### src/sv/hotp_pkg.sv
// Package: shared types, constants and helper function of the one-time code generator.
`default_nettype none
package hotp_pkg;
    localparam int KEY_BYTES = 20;
    localparam int CFG_IDX_W = 2;
    localparam int CFG_DATA_W = 64;
    localparam int CODE_W = 30;
    localparam int CTR_W = 64;

    localparam logic [CFG_IDX_W-1:0] REG_KEY0 = 2'd0;
    localparam logic [CFG_IDX_W-1:0] REG_KEY1 = 2'd1;
    localparam logic [CFG_IDX_W-1:0] REG_KEY2 = 2'd2;
    localparam logic [CFG_IDX_W-1:0] REG_DIGITS = 2'd3;

    localparam logic [3:0] DIGITS_RESET = 4'd6;
    localparam logic [3:0] DIGITS_MAX = 4'd9;

    localparam logic [31:0] H0 = 32'h67452301;
    localparam logic [31:0] H1 = 32'hEFCDAB89;
    localparam logic [31:0] H2 = 32'h98BADCFE;
    localparam logic [31:0] H3 = 32'h10325476;
    localparam logic [31:0] H4 = 32'hC3D2E1F0;

    // Block selectors for the four compressions.
    typedef enum logic [1:0] {
        t_blk_ipad  = 2'd0,
        t_blk_imsg  = 2'd1,
        t_blk_opad  = 2'd2,
        t_blk_omsg  = 2'd3
    } t_blk;

    typedef enum logic [2:0] {
        t_st_idle   = 3'd0,
        t_st_load   = 3'd1,
        t_st_round  = 3'd2,
        t_st_fold   = 3'd3,
        t_st_trunc  = 3'd4,
        t_st_mod    = 3'd5,
        t_st_out    = 3'd6
    } t_state;

    typedef struct packed {
        logic       start;     // capture counter, init hash
        logic       load;      // load message block
        t_blk       blk;
        logic       round;     // run one round
        logic       fold;      // add working vars into hash
        logic       trunc;     // dynamic truncation
        logic       mod_step;  // one restoring-subtract step
        logic       mod_init;
    } t_cmd;

    typedef struct packed {
        logic last_round;
        logic mod_done;
    } t_sts;

    function automatic logic [31:0] pow10(input logic [3:0] d);
        logic [31:0] r;
        case (d)
            4'd0: r = 32'd1;
            4'd1: r = 32'd10;
            4'd2: r = 32'd100;
            4'd3: r = 32'd1000;
            4'd4: r = 32'd10000;
            4'd5: r = 32'd100000;
            4'd6: r = 32'd1000000;
            4'd7: r = 32'd10000000;
            4'd8: r = 32'd100000000;
            default: r = 32'd1000000000;
        endcase
        return r;
    endfunction
endpackage
`default_nettype wire

### src/sv/hotp_if.sv
// Interfaces: valid/ready channels for counter requests and code results.
`default_nettype none
interface hotp_ctr_if import hotp_pkg::*; ();
    logic             valid;
    logic             ready;
    logic [CTR_W-1:0] counter;
    modport source (output valid, output counter, input ready);
    modport sink   (input valid, input counter, output ready);
endinterface

interface hotp_code_if import hotp_pkg::*; ();
    logic              valid;
    logic              ready;
    logic [CODE_W-1:0] code;
    modport source (output valid, output code, input ready);
    modport sink   (input valid, input code, output ready);
endinterface
`default_nettype wire

### src/sv/hotp_dp.sv
// Datapath: SHA-1 round engine, message schedule, truncation and modulo unit.
`default_nettype none
module hotp_dp import hotp_pkg::*; (
    input  wire logic             i_clk,
    input  wire t_cmd             i_cmd,
    output t_sts                  o_sts,
    input  wire logic [CTR_W-1:0] i_counter,
    input  wire logic [63:0]      i_key0,
    input  wire logic [63:0]      i_key1,
    input  wire logic [31:0]      i_key2,
    input  wire logic [3:0]       i_digits,
    output logic [CODE_W-1:0]     o_code
);
    logic [31:0] r_h [5];
    logic [31:0] r_ih [5];
    logic [31:0] r_a, r_b, r_c, r_d, r_e;
    logic [31:0] r_w [16];
    logic [6:0]  r_rnd;
    logic [CTR_W-1:0] r_ctr;
    logic [31:0] r_rem;
    logic [62:0] r_div;
    logic [4:0]  r_mcnt;

    logic [7:0]  key_b [KEY_BYTES];
    logic [31:0] blk_w [16];
    logic [31:0] f, k, t, w_new, wi;
    logic [159:0] dig;
    logic [3:0]  off;
    logic [31:0] word;
    logic [3:0]  dsat;
    logic [63:0] sub;

    always_comb begin
        for (int i = 0; i < 8; i++) begin
            key_b[i]   = i_key0[63-8*i -: 8];
            key_b[8+i] = i_key1[63-8*i -: 8];
        end
        for (int i = 0; i < 4; i++) begin
            key_b[16+i] = i_key2[31-8*i -: 8];
        end
    end

    always_comb begin
        for (int i = 0; i < 16; i++) begin
            blk_w[i] = 32'd0;
        end
        case (i_cmd.blk)
            t_blk_ipad, t_blk_opad: begin
                for (int i = 0; i < 16; i++) begin
                    for (int j = 0; j < 4; j++) begin
                        if (i*4+j < KEY_BYTES) begin
                            blk_w[i][31-8*j -: 8] = key_b[i*4+j]
                                ^ ((i_cmd.blk == t_blk_ipad) ? 8'h36 : 8'h5C);
                        end else begin
                            blk_w[i][31-8*j -: 8] =
                                (i_cmd.blk == t_blk_ipad) ? 8'h36 : 8'h5C;
                        end
                    end
                end
            end
            t_blk_imsg: begin
                blk_w[0]  = r_ctr[63:32];
                blk_w[1]  = r_ctr[31:0];
                blk_w[2]  = 32'h80000000;
                blk_w[15] = 32'd576;
            end
            default: begin
                for (int i = 0; i < 5; i++) begin
                    blk_w[i] = r_ih[i];
                end
                blk_w[5]  = 32'h80000000;
                blk_w[15] = 32'd672;
            end
        endcase
    end

    always_comb begin
        if (r_rnd < 7'd20) begin
            f = (r_b & r_c) | (~r_b & r_d); k = 32'h5A827999;
        end else if (r_rnd < 7'd40) begin
            f = r_b ^ r_c ^ r_d; k = 32'h6ED9EBA1;
        end else if (r_rnd < 7'd60) begin
            f = (r_b & r_c) | (r_b & r_d) | (r_c & r_d); k = 32'h8F1BBCDC;
        end else begin
            f = r_b ^ r_c ^ r_d; k = 32'hCA62C1D6;
        end
        wi = r_w[0];
        t = {r_a[26:0], r_a[31:27]} + f + r_e + k + wi;
        w_new = r_w[13] ^ r_w[8] ^ r_w[2] ^ r_w[0];
        w_new = {w_new[30:0], w_new[31]};
    end

    always_comb begin
        dig = {r_h[0], r_h[1], r_h[2], r_h[3], r_h[4]};
        off = dig[3:0];
        word = dig[159 - 8*off -: 32];
        word[31] = 1'b0;
        dsat = (i_digits > DIGITS_MAX) ? DIGITS_MAX : i_digits;
        sub = {32'd0, r_rem} - {1'b0, r_div};
    end

    always_ff @(posedge i_clk) begin
        if (i_cmd.start) begin
            r_ctr <= i_counter;
            r_h[0] <= H0; r_h[1] <= H1; r_h[2] <= H2; r_h[3] <= H3; r_h[4] <= H4;
        end
        if (i_cmd.load) begin
            r_w <= blk_w;
            r_rnd <= 7'd0;
            if (i_cmd.blk == t_blk_opad) begin
                r_ih <= r_h;
                r_a <= H0; r_b <= H1; r_c <= H2; r_d <= H3; r_e <= H4;
            end else begin
                r_a <= r_h[0]; r_b <= r_h[1]; r_c <= r_h[2];
                r_d <= r_h[3]; r_e <= r_h[4];
            end
            if (i_cmd.blk == t_blk_opad) begin
                r_h[0] <= H0; r_h[1] <= H1; r_h[2] <= H2; r_h[3] <= H3; r_h[4] <= H4;
            end
        end
        if (i_cmd.round) begin
            r_e <= r_d; r_d <= r_c; r_c <= {r_b[1:0], r_b[31:2]};
            r_b <= r_a; r_a <= t;
            for (int i = 0; i < 15; i++) begin
                r_w[i] <= r_w[i+1];
            end
            r_w[15] <= w_new;
            r_rnd <= r_rnd + 7'd1;
        end
        if (i_cmd.fold) begin
            r_h[0] <= r_h[0] + r_a; r_h[1] <= r_h[1] + r_b; r_h[2] <= r_h[2] + r_c;
            r_h[3] <= r_h[3] + r_d; r_h[4] <= r_h[4] + r_e;
        end
        if (i_cmd.trunc) begin
            r_rem <= word;
        end
        if (i_cmd.mod_init) begin
            r_div <= {pow10(dsat), 31'd0};
            r_mcnt <= 5'd0;
        end
        if (i_cmd.mod_step) begin
            // restoring reduction by shifted modulus, largest first
            if (!sub[63]) begin
                r_rem <= sub[31:0];
            end
            r_div <= r_div >> 1;
            r_mcnt <= r_mcnt + 5'd1;
        end
    end

    // Shifted multiples of 10^d: compare from 2^k*m downward.
    assign o_sts.last_round = (r_rnd == 7'd79);
    assign o_sts.mod_done   = (r_mcnt == 5'd31);
    assign o_code = r_rem[CODE_W-1:0];
endmodule
`default_nettype wire

### src/sv/hotp_ctrl.sv
// Controller: sequences the four compressions, truncation and modulo.
`default_nettype none
module hotp_ctrl import hotp_pkg::*; (
    input  wire logic i_clk,
    input  wire logic i_rst_n,
    input  wire logic i_in_valid,
    output logic      o_in_ready,
    output logic      o_out_valid,
    input  wire logic i_out_ready,
    input  wire t_sts i_sts,
    output t_cmd      o_cmd
);
    t_state r_state, n_state;
    t_blk   r_blk, n_blk;

    always_ff @(posedge i_clk) begin
        if (!i_rst_n) begin
            r_state <= t_st_idle;
            r_blk <= t_blk_ipad;
        end else begin
            r_state <= n_state;
            r_blk <= n_blk;
        end
    end

    always_comb begin
        n_state = r_state;
        n_blk = r_blk;
        case (r_state)
            t_st_idle: if (i_in_valid) begin
                n_state = t_st_load; n_blk = t_blk_ipad;
            end
            t_st_load: n_state = t_st_round;
            t_st_round: if (i_sts.last_round) n_state = t_st_fold;
            t_st_fold: begin
                if (r_blk == t_blk_omsg) begin
                    n_state = t_st_trunc;
                end else begin
                    n_state = t_st_load;
                    n_blk = t_blk'(r_blk + 2'd1);
                end
            end
            t_st_trunc: n_state = t_st_mod;
            t_st_mod: if (i_sts.mod_done) n_state = t_st_out;
            t_st_out: if (i_out_ready) n_state = t_st_idle;
            default: n_state = t_st_idle;
        endcase
    end

    always_comb begin
        o_cmd = '0;
        o_cmd.blk = r_blk;
        o_in_ready = (r_state == t_st_idle);
        o_out_valid = (r_state == t_st_out);
        case (r_state)
            t_st_idle:  o_cmd.start = i_in_valid;
            t_st_load:  o_cmd.load = 1'b1;
            t_st_round: o_cmd.round = 1'b1;
            t_st_fold:  o_cmd.fold = 1'b1;
            t_st_trunc: begin
                o_cmd.trunc = 1'b1;
                o_cmd.mod_init = 1'b1;
            end
            t_st_mod:   o_cmd.mod_step = 1'b1;
            default: ;
        endcase
    end
endmodule
`default_nettype wire

### src/sv/hmac_sha1_otp_generator.sv
// Top level: HMAC-SHA1 one-time code generator with configuration port.
// A request is processed from acceptance to result by four SHA-1
// compressions of 80 rounds each on one round engine, each with a load and
// a fold step, then truncation and a 32-step modulo reduction, and the next
// request is taken at the edge after the result has been delivered. The
// 31-bit truncated value is reduced by compare-subtract against the modulus
// shifted left by 31 down to 0. Registers:
// 0..2 key bytes, 3 digit count (above nine acts as nine). Unknown indices
// are ignored.
`default_nettype none
module hmac_sha1_otp_generator import hotp_pkg::*; (
    input  wire logic                  i_clk,
    input  wire logic                  i_rst_n,
    input  wire logic                  i_cfg_we,
    input  wire logic [CFG_IDX_W-1:0]  i_cfg_idx,
    input  wire logic [CFG_DATA_W-1:0] i_cfg_data,
    hotp_ctr_if.sink                   s_in,
    hotp_code_if.source                m_out
);
    logic [63:0] r_key0, r_key1;
    logic [31:0] r_key2;
    logic [3:0]  r_digits;
    t_cmd cmd;
    t_sts sts;

    always_ff @(posedge i_clk) begin
        if (!i_rst_n) begin
            r_key0 <= '0; r_key1 <= '0; r_key2 <= '0;
            r_digits <= DIGITS_RESET;
        end else if (i_cfg_we) begin
            case (i_cfg_idx)
                REG_KEY0:   r_key0 <= i_cfg_data;
                REG_KEY1:   r_key1 <= i_cfg_data;
                REG_KEY2:   r_key2 <= i_cfg_data[31:0];
                REG_DIGITS: r_digits <= i_cfg_data[3:0];
                default: ;
            endcase
        end
    end

    hotp_ctrl u_ctrl (
        .i_clk(i_clk), .i_rst_n(i_rst_n),
        .i_in_valid(s_in.valid), .o_in_ready(s_in.ready),
        .o_out_valid(m_out.valid), .i_out_ready(m_out.ready),
        .i_sts(sts), .o_cmd(cmd)
    );

    hotp_dp u_dp (
        .i_clk(i_clk), .i_cmd(cmd), .o_sts(sts),
        .i_counter(s_in.counter),
        .i_key0(r_key0), .i_key1(r_key1), .i_key2(r_key2),
        .i_digits(r_digits), .o_code(m_out.code)
    );
endmodule
`default_nettype wire

### src/flat_wrapper.sv
// flat-port wrapper written by rule: the top's interface ports become plain ports
module hmac_sha1_otp_generator_flat import hotp_pkg::*;
  (i_clk, i_rst_n, i_cfg_we, i_cfg_idx, i_cfg_data, s_in_valid, s_in_counter, s_in_ready, m_out_valid, m_out_code, m_out_ready);
  hotp_ctr_if s_in_i ();
  hotp_code_if m_out_i ();
  input  wire logic i_clk;
  input  wire logic i_rst_n;
  input  wire logic i_cfg_we;
  input  wire logic [CFG_IDX_W-1:0] i_cfg_idx;
  input  wire logic [CFG_DATA_W-1:0] i_cfg_data;
  input wire logic [$bits(s_in_i.valid)-1:0] s_in_valid;
  input wire logic [$bits(s_in_i.counter)-1:0] s_in_counter;
  output wire logic [$bits(s_in_i.ready)-1:0] s_in_ready;
  output wire logic [$bits(m_out_i.valid)-1:0] m_out_valid;
  output wire logic [$bits(m_out_i.code)-1:0] m_out_code;
  input wire logic [$bits(m_out_i.ready)-1:0] m_out_ready;
  assign s_in_i.valid = s_in_valid;
  assign s_in_i.counter = s_in_counter;
  assign s_in_ready = s_in_i.ready;
  assign m_out_valid = m_out_i.valid;
  assign m_out_code = m_out_i.code;
  assign m_out_i.ready = m_out_ready;
  hmac_sha1_otp_generator u_core (.i_clk(i_clk), .i_rst_n(i_rst_n), .i_cfg_we(i_cfg_we), .i_cfg_idx(i_cfg_idx), .i_cfg_data(i_cfg_data), .s_in(s_in_i), .m_out(m_out_i));
endmodule
### config.mk
export PLATFORM = sky130hd
export DESIGN_NAME = hmac_sha1_otp_generator_flat
export DESIGN_NICKNAME = d
export VERILOG_FILES = /design/src/sv/hotp_pkg.sv /design/src/sv/hotp_if.sv /design/src/sv/hotp_dp.sv /design/src/sv/hotp_ctrl.sv /design/src/sv/hmac_sha1_otp_generator.sv /design/src/flat_wrapper.sv
export SDC_FILE = /design/constraint.sdc
export NUM_CORES = 2
export LEC_CHECK = 0
export BUFFER_PORTS_ARGS = -buffer_cell sky130_fd_sc_hd__buf_4
export CORE_MARGIN = 2
export CORE_UTILIZATION = 30
export CTS_CLUSTER_SIZE = 24
export DETAILED_ROUTE_END_ITERATION = 7
export GPL_TIMING_DRIVEN = 0
export HOLD_SLACK_MARGIN = 0.12
export SLEW_MARGIN = 20
export SYNTH_ARGS = -nofsm -noshare
export SYNTH_HDL_FRONTEND = slang
export SYNTH_SLANG_ARGS = --single-unit
### constraint.sdc
create_clock -name i_clk -period 47.9 [get_ports i_clk]
set_input_delay 4.79 -clock i_clk [delete_from_list [all_inputs] [get_ports i_clk]]
set_output_delay 4.79 -clock i_clk [all_outputs]
set_load 0.01 [all_outputs]
* Word level (Yosys, flattened, before mapping)
Memory sizes are Yosys's and may differ from the RTL's. Index checks and enable logic that the tools add are counted.
Word-level totals: bits in registers 1332, memory bits (read-only) 480, input port bits 135, output and inout bits 32, logic and storage cells 186, memories 1
Cells by class: $add $sub $neg 14, magnitude comparators 4, equality and inequality tests 19, shifts and indexed selects 1, mux-type cells 57, bitwise gates (word level) 33, reductions and logical operators 14
Memories:
- (name not given) | depth 16, width 30, read ports 1, clocked after Yosys merged registers in 0, wr ports 0, RTL line hotp_pkg.sv:60 | case (d)
Operators by type and width (number):
- $mux 512 | 2
- $mux 32 | 23
- $mux 160 | 4
- $pmux 96 s2 | 2
- $add 32x32->32 | 9
- $mux 287 | 1
- $shiftx 191x33->31 | 1
- $xor 32x32->32 | 5
- $xor 8x8->8 | 20
- $and 32x32->32 | 4
- $mux 62 | 2
- $or 32x32->32 | 3
- $sub 32x63->64 | 1
- $pmux 31 s2 | 1
- $not 32->32 | 1
- $mux 31 | 1
- $mux 7 | 3
- $pmux 3 s7 | 1
- $mux 3 | 5
- $lt 7x6->1 const B | 2
- $mux 5 | 2
- $reduce_and 2->1 | 5
- $eq 3x3->1 const B | 3
- $sub 8x7->9 const A | 1
- 23 further kinds | 40

* Depth between registers and ports, before layout
depth after elaboration 11, gate-level depth with buffers 26, mapped depth without buffers 25

* By module
Synthesis repeated with hierarchy kept, for this count alone.
Unflattened totals: cell total of the unflattened synthesis 7036, area, all modules 72258.1 um^2
By module, submodules not included:
- hotp_dp | instances 1, cells an instance 6384, area an instance 65710.5 um^2, sequential area each 32941.6 um^2
- hmac_sha1_otp_generator | instances 1, cells an instance 606, area an instance 6164.7 um^2, sequential area each 3283.1 um^2
- hotp_ctrl | instances 1, cells an instance 46, area an instance 382.9 um^2, sequential area each 100.1 um^2

* Least setup slack after synthesis
Ideal clock, no wire load.
path kind reg-to-reg, from register u_core.u_ctrl.r_state[0], to register u_core.u_dp.r_a[0] (enable), setup time 1.949 ns, data arrival time 33.356 ns, required time 45.951 ns, path slack 12.595 ns, cell stages (with the launch flop) 5, buffers on the path 2, period minus slack after synthesis 35.305 ns, cells stage by stage dfxtp_1 > clkbuf_1 > clkbuf_1 > nand2b_1 > a21oi_1
Between the ends: word-level cells in the longest chain between the ends 3, elaborated cells between the ends (all ways) 5, classes of those cells 2 x eq/ne; 2 x mux; 1 x reduce/logical
Ends and longest elaborated chain:
- start: declaration | RTL line hotp_ctrl.sv:13 | t_state r_state, n_state;
- start signal: assignment | RTL line hotp_ctrl.sv:18 | r_state <= t_st_idle;
- start signal: assignment | RTL line hotp_ctrl.sv:21 | r_state <= n_state;
- $eq 3x2->1 or $eq 3x1->1 (tied branches) | RTL line hotp_ctrl.sv:55 | case (r_state)
- $mux 1 | RTL line hotp_ctrl.sv:55
- $reduce_bool 2->1 (no line) (*)
- end signal: assignment | RTL line hotp_dp.sv:114 | r_a <= r_h[0]; r_b <= r_h[1]; r_c <= r_h[2];
- end signal: assignment | RTL line hotp_dp.sv:123 | r_b <= r_a; r_a <= t;
- end: declaration | RTL line hotp_dp.sv:16 | logic [31:0] r_a, r_b, r_c, r_d, r_e;
Every way passes the cells marked *; elsewhere a longest branch is shown, timed or not. A chain may end at the register's enable or synchronous reset.

* Worst setup path after layout
from register u_core.u_dp.r_rnd[4], to register u_core.u_dp.r_a[31] (data pin)
Between the ends: word-level cells in the longest chain between the ends 9, elaborated cells between the ends (all ways) 14, classes of those cells 4 x add/sub; 3 x order compare; 7 x mux
Ends and longest elaborated chain:
- start: declaration | RTL line hotp_dp.sv:18 | logic [6:0] r_rnd;
- start signal: assignment | RTL line hotp_dp.sv:128 | r_rnd <= r_rnd + 7'd1;
- $lt 7x6->1 | RTL line hotp_dp.sv:82 | end else if (r_rnd < 7'd60) begin
- $mux 32 | RTL line hotp_dp.sv:82
- $mux 32 | RTL line hotp_dp.sv:80 | end else if (r_rnd < 7'd40) begin
- $mux 32 | RTL line hotp_dp.sv:78 | if (r_rnd < 7'd20) begin
- $add 32x32->32 (2 in a row) | RTL line hotp_dp.sv:88 | t = {r_a[26:0], r_a[31:27]} + f + r_e + k + wi;
- $add 32x32->32 (*) (2 in a row) | RTL line hotp_dp.sv:88
- $mux 32 (*) | RTL line hotp_dp.sv:121 | if (i_cmd.round) begin
Marks and branches as above.

==> results_dict.tcl <==
set metrics [dict create \
    gp_congestion 1.06 \
    grt_pass1_wl_mm 456 \
    ys_top_cells_by_area "edfxtp_1, dfxtp_1, nand2_1" \
    cp-end-kind "register" \
    overflow 0 \
    irDropWorstVdd_mv 0.0506 \
    finalMaxSlewViolations 0 \
    cap_violations 0 \
    grt.total_usage 0.272 \
    clk_latency_ns 0.84 \
    p_leak_nw 30.5 \
    drtPass1Iterations 7 \
    yosysWarnings 0 \
    dieWidth_microns 491 \
    dpl-instance-area_sq_mm 0.0777 \
    critPathLaunchType "register" \
    vias 59500 \
    synth_edf_count 969 \
    grt_max_degree 62 \
    postSynthAreaPerCell_sq_um 10.7 \
    synthesis.nets 7185 \
    ios 167 \
    grt_pass1_vias 55200 \
    hold_viol_final 0 \
    slowest_stage "a41oi_1" \
    worstHoldPathType "reg2reg" \
    core_area_sq_mm 0.236 \
    async_flop_share 0 \
    wl_per_cell_microns 32.7 \
    synth.most_common_cell "edfxtp_1" \
    tightest_slew_ns 1.36 \
    initial_core_util 0.302 \
    place_hpwl_mm 262 \
    h-tree-depth 4 \
    crit_required_ns 48.47 \
    min_period_over_period 0.189 \
    netlist_top_cells_count "edfxtp_1, nand2_1, o21ai_0" \
    synth_seq_cells 1330 \
    fin_nets 7563 \
    power.density_mw_per_mm2 49.5 \
    fin_area_sq_mm 0.0831 \
    fp-row-count 178 \
    arrival_ns 9.62 \
    synth_top_area_frac 0.409 \
    numPortBuffers 165 \
    clock.fmax_mhz 111 \
    dieArea_sq_mm 0.241 \
    setup_viol 0 \
    wl_mm 339 \
    timing_worst_setup_path_type "reg2reg" \
    antenna_left 0 \
    synth_area_sq_mm 0.0712 \
    ys_seq_area_frac 0.510 \
    hold_buffers 0 \
    fillCellCount 23600 \
    max_stage_delay_ns 0.88 \
    fp.dieH_microns 491 \
    cts_tree "built" \
    postCtsSetupBuffers 0 \
    cts_buffers 151 \
    min_period_ns 9.05 \
    rsz0062_at_grt "false" \
    status "finished, final reports clean" \
    clk_pin_slew_ns 0.06 \
    cts_resized 0 \
    ys.flop_type "edfxtp_1" \
    clk_path_buf_depth 3 \
    synth_cell_types 91 \
    drive_gt1_frac 0.0915 \
    root_buffer "clkbuf_16" \
    finalPower_mw 4.12 \
    first_iter_violations 9206 \
    antenna_found_initial 58 \
    finClkSkew_ns 0.0610 \
    cpMostUsedCell "fa_1" \
    clock-sinks 1330 \
    area_growth_pct 16.7 \
    crit_fanout 9 \
    postSynthCellCount 6684 \
    drc_errors 0 \
    max_slew_margin 0.0947 \
    viasPerCell 5.74 \
    synth_top_area_cell "edfxtp_1" \
]
==> layout make-up <==
type                            instances  area (sq um)  area share
Multi-Input combinational cell       4595         32000       0.385
Inverter                              321          1200      0.0145
Sequential cell                      1330         36300       0.437
Clock buffer                          208          4170      0.0501
Buffer                                438          1800      0.0216
Antenna cell                           33          82.6    0.000994
Clock inverter                         75          1110      0.0134
Tap cell                             3150          3940      0.0474
Timing Repair Buffer                  225          2500      0.0301
==> path summary, 6_finish.rpt <==
check / start / to / cells past startpoint / slack [ns]
hold reg to reg: u_core.r_key2[2] / u_core.r_key2[2] / 2 / 0.46
setup reg to reg: u_core.u_dp.r_rnd[4] / u_core.u_dp.r_a[31] / 25 / 38.85
setup / recovery: u_core.u_dp.r_rnd[4] / u_core.u_dp.r_a[31] / 25 / 38.85
hold / removal: u_core.r_key2[2] / u_core.r_key2[2] / 2 / 0.46
==> through the flow <==
step	setup TNS (ns)	setup WS (ns)	cells	utilization	hold WS, ns
floorplan	0	12.59	6684	-	0.429
global placement	-2807.12	-4.29	9999	0.324	0.447
detailed placement	0	39.03	10100	0.330	0.458
CTS	0	39.03	10300	0.352	0.466
global route	0	38.64	10300	0.352	0.484
finish	0	38.85	10400	0.353	0.464
==> kinds of logic after synthesis <==
group,after synthesis,share of synthesized area
compound gates,1936,0.178
xor+xnor,337,0.0414
fa+ha+maj,366,0.0776
buf+inv,759,0.0420
flops,1330,0.510
mux,240,0.0424
simple gates,1716,0.108
==> critical path: cells and delay by family, from the launching register on <==
family                   cells  cell delay, ns
adder cells (fa/ha/maj)      5            2.09
flip-flops                   1            0.36
buffers and inverters        4            0.79
XOR/XNOR                     1            0.27
AO/OA/AOI/OAI               11            3.55
AND/OR/NAND/NOR              4            1.72
==> placed cells by master, fill, tap and decap left out, drive strengths merged, types with 14 or more instances in the layout <==
master and n:
a211oi 55, a21boi 170, a21o 354, a21oi 374, a221o 14, a221oi 43
a222oi 23, a22oi 101, a31oi 25, and2 96, and3 35, buf 325
bufinv 18, clkbuf 546, clkinv 46, dfxtp 361, diode 33, edfxtp 969
fa 126, ha 240, inv 324, mux2 31, mux2i 163, mux4 46
nand2 835, nand2b 46, nand3 97, nand3b 79, nor2 338, nor2b 60
nor3 67, o211ai 21, o21a 23, o21ai 526, o221ai 43, o22ai 15
o31ai 46, xnor2 179, xor2 158
==> sequential cells by signal, indices dropped and copies added, names as in the netlist, 61 cells and up <==
signal / flops
u_core.u_dp.r_w: 480
u_core.u_dp.dig: 160
u_core.u_dp.r_ih: 160
u_core.r_key0: 64
u_core.r_key1: 64
u_core.u_dp.r_ctr: 64
u_core.u_dp.r_div: 61
==> where the power goes <==
part	internal, mW	switching (mW)	leakage, nW
registers	1.36	0.154	11.6
clock network	0.717	0.531	2.53
logic	0.529	0.827	16.4
total	2.60	1.51	30.5
==> per-layer routing <==
| layer | wire length [microns] | global-route usage | vias up | share of wire |
|---|---|---|---|---|
| met2 | 140000 | 0.390 | 3897 | 0.41 |
| met4 | 29900 | 0.200 | 4 | 0.088 |
| met3 | 38500 | 0.0722 | 866 | 0.11 |
| li1 | - | - | 25000 | - |
| met5 | 24 | 0.000794 | - | 0.000071 |
| met1 | 131000 | 0.351 | 29800 | 0.39 |
Note: power is estimated with default switching activity, not from simulation.
